$ cat src/hw/rtl/spims_pkg.sv
// Shared types and codes for the SPI master shift engine.
package spims_pkg;

  localparam int CFG_IDX_W = 2;

  localparam logic [1:0] KIND_TICK   = 2'd0;
  localparam logic [1:0] KIND_START  = 2'd1;
  localparam logic [1:0] KIND_SELECT = 2'd2;

  localparam logic [CFG_IDX_W-1:0] CFG_SPI_MODE    = 2'd0;
  localparam logic [CFG_IDX_W-1:0] CFG_HALF_PERIOD = 2'd1;

  typedef struct packed {
    logic [1:0] kind;
    logic [7:0] tx_byte;
    logic       select_level;
    logic       miso;
  } req_t;

  typedef struct packed {
    logic       sck;
    logic       mosi;
    logic       ss_level;
    logic [7:0] rx_byte;
    logic       done_res;
    logic       busy_res;
  } rsp_t;

endpackage

$ cat src/hw/rtl/spi_master_shift_engine.sv
// SPI master shift engine, modes 0 to 3, MSB first.
// A result is registered and shows in the cycle after its item is taken.
// Throughput: one item per cycle unless a stalled result holds the input;
// the single-pass update of shift state and result register allows that.
// Reset (rst, synchronous, active high): mode 0, half period 1, idle,
// SCK low, SS high, no result pending.
module spi_master_shift_engine
  import spims_pkg::*;
#(
  parameter int FRAME_BITS = 8
) (
  input  logic                 clk,
  input  logic                 rst,
  input  logic                 req_valid,
  output logic                 req_stall,
  input  req_t                 req_item,
  output logic                 rsp_valid,
  input  logic                 rsp_stall,
  output rsp_t                 rsp_item,
  input  logic                 cfg_valid,
  output logic                 cfg_ready,
  input  logic [CFG_IDX_W-1:0] cfg_index,
  input  logic [7:0]           cfg_data
);

  localparam int BL_W = $clog2(FRAME_BITS + 1);

  logic [1:0]            spi_mode;
  logic [7:0]            half_period_ticks;
  logic [FRAME_BITS-1:0] tx_shift, tx_shift_next;
  logic [FRAME_BITS-1:0] rx_shift, rx_shift_next;
  logic [FRAME_BITS-1:0] rx_hold, rx_hold_next;
  logic [BL_W-1:0]       bits_left, bits_left_next;
  logic                  second_edge, second_edge_next;
  logic [7:0]            tick_divider, tick_divider_next;
  logic                  clock_level, clock_level_next;
  logic                  data_out_level, data_out_level_next;
  logic                  select_out, select_out_next;
  logic                  running, running_next;
  logic                  done;

  logic                  accept;
  logic                  mode_wr;
  logic                  cpha;
  logic [7:0]            hp;
  logic [7:0]            div_inc;
  logic [BL_W-1:0]       bl_dec;
  logic [FRAME_BITS-1:0] rx_sampled;
  logic [FRAME_BITS-1:0] tx_load;
  logic [FRAME_BITS+7:0] tx_ext;
  logic [FRAME_BITS+7:0] rx_ext;
  rsp_t                  rsp_next;

  assign cfg_ready = 1'b1;
  assign req_stall = rsp_valid & rsp_stall;
  assign accept    = req_valid & ~req_stall;
  // mode change only when idle; SCK moves to the new idle level
  assign mode_wr   = cfg_valid & (cfg_index == CFG_SPI_MODE) & ~running;

  assign cpha       = spi_mode[0];
  assign hp         = (half_period_ticks == 8'd0) ? 8'd1 : half_period_ticks;
  assign div_inc    = tick_divider + 8'd1;
  assign bl_dec     = (bits_left != '0) ? bits_left - BL_W'(1) : '0;
  assign rx_sampled = {rx_shift[FRAME_BITS-2:0], req_item.miso};
  assign tx_ext     = {{FRAME_BITS{1'b0}}, req_item.tx_byte};
  assign tx_load    = tx_ext[FRAME_BITS-1:0];

  always_comb begin
    tx_shift_next       = tx_shift;
    rx_shift_next       = rx_shift;
    rx_hold_next        = rx_hold;
    bits_left_next      = bits_left;
    second_edge_next    = second_edge;
    tick_divider_next   = tick_divider;
    clock_level_next    = clock_level;
    data_out_level_next = data_out_level;
    select_out_next     = select_out;
    running_next        = running;
    done                = 1'b0;
    case (req_item.kind)
      KIND_TICK: begin
        if (running) begin
          if (div_inc >= hp) begin
            tick_divider_next = 8'd0;
            clock_level_next  = ~clock_level;
            if (!second_edge) begin
              // leading edge: drive for CPHA=1, sample for CPHA=0
              if (cpha) begin
                data_out_level_next = tx_shift[FRAME_BITS-1];
                tx_shift_next       = {tx_shift[FRAME_BITS-2:0], 1'b0};
              end else begin
                rx_shift_next = rx_sampled;
              end
              second_edge_next = 1'b1;
            end else begin
              second_edge_next = 1'b0;
              bits_left_next   = bl_dec;
              if (cpha) begin
                rx_shift_next = rx_sampled;
              end
              if (bl_dec == '0) begin
                running_next = 1'b0;
                rx_hold_next = cpha ? rx_sampled : rx_shift;
                done         = 1'b1;
              end else if (!cpha) begin
                data_out_level_next = tx_shift[FRAME_BITS-1];
                tx_shift_next       = {tx_shift[FRAME_BITS-2:0], 1'b0};
              end
            end
          end else begin
            tick_divider_next = div_inc;
          end
        end
      end
      KIND_START: begin
        if (!running) begin
          rx_shift_next     = '0;
          bits_left_next    = BL_W'(FRAME_BITS);
          second_edge_next  = 1'b0;
          tick_divider_next = 8'd0;
          running_next      = 1'b1;
          clock_level_next  = spi_mode[1];
          if (!cpha) begin
            data_out_level_next = tx_load[FRAME_BITS-1];
            tx_shift_next       = {tx_load[FRAME_BITS-2:0], 1'b0};
          end else begin
            tx_shift_next = tx_load;
          end
        end
      end
      KIND_SELECT: begin
        if (!running) begin
          select_out_next = req_item.select_level;
        end
      end
      default: begin
      end
    endcase
  end

  assign rx_ext = {8'd0, rx_hold_next};

  always_comb begin
    rsp_next.sck      = clock_level_next;
    rsp_next.mosi     = data_out_level_next;
    rsp_next.ss_level = select_out_next;
    rsp_next.rx_byte  = rx_ext[7:0];
    rsp_next.done_res = done;
    rsp_next.busy_res = running_next;
  end

  always_ff @(posedge clk) begin
    if (rst) begin
      spi_mode          <= 2'd0;
      half_period_ticks <= 8'd1;
      tx_shift          <= '0;
      rx_shift          <= '0;
      rx_hold           <= '0;
      bits_left         <= '0;
      second_edge       <= 1'b0;
      tick_divider      <= 8'd0;
      clock_level       <= 1'b0;
      data_out_level    <= 1'b0;
      select_out        <= 1'b1;
      running           <= 1'b0;
    end else begin
      if (accept) begin
        tx_shift       <= tx_shift_next;
        rx_shift       <= rx_shift_next;
        rx_hold        <= rx_hold_next;
        bits_left      <= bits_left_next;
        second_edge    <= second_edge_next;
        tick_divider   <= tick_divider_next;
        data_out_level <= data_out_level_next;
        select_out     <= select_out_next;
        running        <= running_next;
      end
      if (mode_wr) begin
        clock_level <= cfg_data[1];
      end else if (accept) begin
        clock_level <= clock_level_next;
      end
      if (mode_wr) begin
        spi_mode <= cfg_data[1:0];
      end else if (cfg_valid && cfg_index == CFG_HALF_PERIOD) begin
        half_period_ticks <= cfg_data;
      end
    end
  end

  always_ff @(posedge clk) begin
    if (rst) begin
      rsp_valid <= 1'b0;
    end else if (accept) begin
      rsp_valid <= 1'b1;
    end else if (!rsp_stall) begin
      rsp_valid <= 1'b0;
    end
  end

  always_ff @(posedge clk) begin
    if (accept) begin
      rsp_item <= rsp_next;
    end
  end

endmodule

$ cat config.mk
export PLATFORM = sky130hd
export DESIGN_NAME = spi_master_shift_engine
export DESIGN_NICKNAME = d
export VERILOG_FILES = /design/src/hw/rtl/spims_pkg.sv /design/src/hw/rtl/spi_master_shift_engine.sv
export SDC_FILE = /design/constraint.sdc
export NUM_CORES = 1
export LEC_CHECK = 0
export ABC_AREA = 1
export BUFFER_PORTS_ARGS = -buffer_cell sky130_fd_sc_hd__buf_4
export CORE_ASPECT_RATIO = 1.5
export CORE_MARGIN = 3
export CORE_UTILIZATION = 54
export CTS_BUF_LIST = sky130_fd_sc_hd__clkbuf_8
export CTS_CLUSTER_SIZE = 14
export DETAILED_ROUTE_END_ITERATION = 8
export GPL_ROUTABILITY_DRIVEN = 1
export MAX_ROUTING_LAYER = met4
export PLACE_DENSITY_LB_ADDON = 0.12
export REMOVE_ABC_BUFFERS = 1
export SLEW_MARGIN = 20
export SYNTH_ARGS = -nofsm -noshare
export SYNTH_HDL_FRONTEND = slang
export SYNTH_SLANG_ARGS = --single-unit
$ cat constraint.sdc
create_clock -name clk -period 2.2 [get_ports clk]
set_clock_uncertainty 0.1 [all_clocks]
set_input_delay 0.11 -clock clk [delete_from_list [all_inputs] [get_ports clk]]
set_output_delay 0.11 -clock clk [all_outputs]
set_load 0.05 [all_outputs]
==> impl_metrics.csv <==
group,metric,value,unit
status,outcome,"complete, but fails checks",
status,violations,"negative setup slack",
placed_design,portBuffers,41,
routing,drtPass1Iterations,5,
synth,synth.most_common_cell,"nand2_1",
timing,slew_headroom,53.5,%
power,p_seq_share,44.9,%
worst_setup_path,setup.worst_path.end,"rx_hold[6]$_SDFFE_PP0P_",
synth,synth_cell_types,41,
power,power.density,614,nW/um^2
clock_network,worstSkewPairLatency,340,ps
grt,grt_pass1_vias,3446,
routing,viasPerCell,5.47,
worst_setup_path,worst-path-max-fanout,6,
final_layout,diodes,0,
power,pwr-share-clk,34.2,%
floorplan,rows,34,
synth,ys.flop_type,"dfxtp_1",
timing,layout_min_cycle_time,2470,ps
power,vdd_drop_max,727,uV
clock_network,root_buffer,"clkbuf_8",
worst_setup_path,reg2regPathDepth,16,
routing,antenna_left,0,
floorplan,die-area,7350,um^2
synth,syn_avg_cell_area,7.25,um^2
final_layout,regArea,1440,um^2
power,sw_frac_of_total,30.1,%
routing,drt_iter0_markers,181,
synth,ys_seq_elements,65,
clock_network,cts_made_buffers,9,
floorplan,core_area,5960,um^2
routing,routed_wl,9480,um
power,power_leakage,2.11,nW
grt,grt_pass1_wl,14800,um
routing,via_count,3512,
floorplan,die_h,103,um
synth,synth.area.top_cells,"dfxtp_1, nand2_1, edfxtp_1",
timing,fin_tns_setup,-9150,ps
grt,grt_max_degree,32,
worst_setup_path,crit_required,2330,ps
worst_setup_path,reg2reg_slack,-270,ps
power,internal_power,2.06,mW
synth,synth_commonest_cells,"nand2_1, inv_1, a21oi_1, dfxtp_1, o21ai_0",
final_layout,multiInputGateArea,1990,um^2
synth,syn_area,3420,um^2
synth,yosys.area.top_type_share,30.4,%
grt,antenna_found_initial,0,
worst_setup_path,start_kind,"flop",
timing,rsz0062_at_grt,"yes",
final_layout,area_growth,40.5,%
synth,synth_edf_count,13,
power,total_power,2.95,mW
clock_network,clock_path_buffers,2,
routing,drc,0,
job,maxCapViolCount,0,
synth,yosysWarnings,0,
worst_setup_path,critPathLaunch,"tick_divider[3]$_SDFFE_PP0P_",
routing,routedWlPerCell,14.8,um
grt,gr-usage-all-layers,26.3,%
final_layout,fill_cells,385,
timing,setup_violations,51,
worst_setup_path,rr_endpoint,"rx_hold[6]$_SDFFE_PP0P_",
timing,fmax,0.405,GHz
clock_network,clk_pin_slew,70,ps
worst_setup_path,critical_path_arrival,2600,ps
clock_network,cts_tree,"yes",
floorplan,dieWidth,71.0,um
synth,yosysSeqAreaShare,41.8,%
synth,postSynthCellCount,472,
timing,maxSlewViolCount,0,
grt,grt-ovfl-total,0,
floorplan,start_util,57.5,%
min_path,hp-class,"primary input to flop",
clock_network,h-tree-depth,3,
synth,ys_async_sr_fraction,0,%
timing,final_hold_viol_count,0,
placed_design,routabilityCongestion,0.905,
worst_setup_path,cp-end-kind,"flop",
worst_setup_path,timing.rr.start,"tick_divider[3]$_SDFFE_PP0P_",
placed_design,dp_hpwl,5810,um
worst_setup_path,path_class,"flop to flop",
clock_network,clock_sinks,65,
power,p_switching,889,uW
final_layout,final_nets,601,
timing,fin_crit_sh,112,%
timing,finalWorstSetupSlack,-266,ps
power,comb_power_share,20.9,%
final_layout,drive_gt1_share,34.9,%
floorplan,ios,43,
synth,synth_top_cell_by_area,"dfxtp_1",
timing,worst_pin_slew,697,ps
## registers in the layout, indices dropped and copies added, names as in the netlist
register and cells:
rsp_item 13, tick_divider 8, spi_mode 2, tx_shift 8, rx_shift 8, running 1, select_out 1, data_out_level 1
half_period_ticks 8, rsp_valid 1, second_edge 1, rx_hold 8, bits_left 4, clock_level 1
## cells in the final DEF (no fill, tap or decap), drive strengths merged
| master | n |
|---|---|
| xnor2 | 2 |
| a41o | 1 |
| clkinvlp | 2 |
| a2bb2oi | 1 |
| nor4 | 2 |
| dlygate4sd3 | 12 |
| o311ai | 1 |
| clkbuf | 10 |
| a22o | 1 |
| buf | 86 |
| o21ai | 53 |
| bufinv | 1 |
| a22oi | 4 |
| a211oi | 1 |
| inv | 66 |
| a21oi | 53 |
| edfxtp | 13 |
| clkinv | 6 |
| nand3 | 23 |
| a21boi | 1 |
| nand2 | 112 |
| conb | 1 |
| nor2 | 37 |
| or2 | 5 |
| nand4 | 2 |
| ha | 9 |
| o211ai | 1 |
| dfxtp | 52 |
| xor2 | 3 |
| nor3 | 5 |
| o21a | 3 |
| a31oi | 1 |
## metal layers
metal  vias up  routed length, um  track usage, %  share of wire, %
li1       1727                  -               -                 -
met1      1669               3550            25.4                37
met2        86               5370            49.7                57
met3        30                279            4.16               2.9
met4         0                280            14.2               3.0
met5         -                  0               -                 0
## power by group through the flow
stage | sequential [mW] | combinational, mW | clock (mW)
2_1_floorplan | 1.41 | 0.230 | 0
3_3_place_gp | 1.35 | 0.463 | 0
3_5_place_dp | 1.35 | 0.472 | 0
4_1_cts | 1.32 | 0.563 | 1.03
5_1_grt | 1.33 | 0.670 | 1.07
6_report | 1.33 | 0.617 | 1.01
## worst min-delay path by stage
stage,start,to,slack [ps],cells past startpoint
2_1_floorplan,rst,bits_left[0]$_SDFFE_PP0P_,80,1
3_3_place_gp,cfg_data[0],half_period_ticks[0]$_SDFFE_PP1P_,270,3
3_5_place_dp,cfg_data[0],half_period_ticks[0]$_SDFFE_PP1P_,270,3
4_1_cts,cfg_index[1],spi_mode[0]$_SDFFE_PP0P_,3,4
5_1_grt,req_item[11],rsp_item[12]$_DFFE_PP_,50,3
6_report,cfg_index[1],spi_mode[0]$_SDFFE_PP0P_,10,4
## per-stage QoR
step | setup slack, ps | cells | util, % | instance area (um^2) | hold WS, ps
detailed placement | -282 | 590 | 65.5 | 3900 | 273
floorplan | -31.2 | 453 | - | 3320 | 79.1
global placement | -183 | 590 | 65.5 | 3900 | 271
global route | -419 | 642 | 80.8 | 4810 | 51.8
finish | -266 | 642 | 80.8 | 4810 | 13.8
CTS | -162 | 639 | 77.0 | 4590 | 2.83
## logic make-up (layout without fill, tap and decap cells)
family                     after synthesis  in the layout  share of synthesized area [%]
AOI/OAI and AO/OA                      121            121                           19.3
xor gates and xnor gates                 5              5                           1.28
adders and majority gates                9              9                           3.29
buffers and inverters                   87            183                           10.5
DFF                                     65             65                           41.8
other                                    1              1                          0.110
and+or+nand+nor                        184            186                           23.7
## final cells by class
| type | instances | share of cell area (%) |
|---|---|---|
| Inverter | 68 | 5.67 |
| Tap cell | 72 | 1.87 |
| Multi-Input combinational cell | 322 | 41.4 |
| Sequential cell | 65 | 30.0 |
| Timing Repair inverter | 1 | 0.182 |
| Timing Repair Buffer | 98 | 16.8 |
| Clock buffer | 10 | 2.86 |
| Clock inverter | 6 | 1.22 |
## what timing repair did
| item | 4_1_cts | 5_1_grt |
|---|---|---|
| pin swaps | 23 | 27 |
| gates cloned | 3 | 0 |
| hold buffers | 12 | 0 |
| setup buffers | 18 | 3 |
| setup endpoints to repair | 51 | 52 |
| resized for setup | 66 | 57 |
| hold endpoints to repair | 13 | 0 |
## critical path, stage by stage, from the launching register on
cell      delay, ps
dfxtp_2         330
buf_4           140
xor2_1          160
inv_1            90
ha_1            320
nand2_2          90
nor2_1           60
nor2_1          110
nand2_1          90
nand2_2         120
nand2_4         110
nand3_4         160
clkinv_4        130
nand2_2          90
nand2_2          60
o21ai_1         130
inv_1            60
Power figures use the tool's default switching activity.
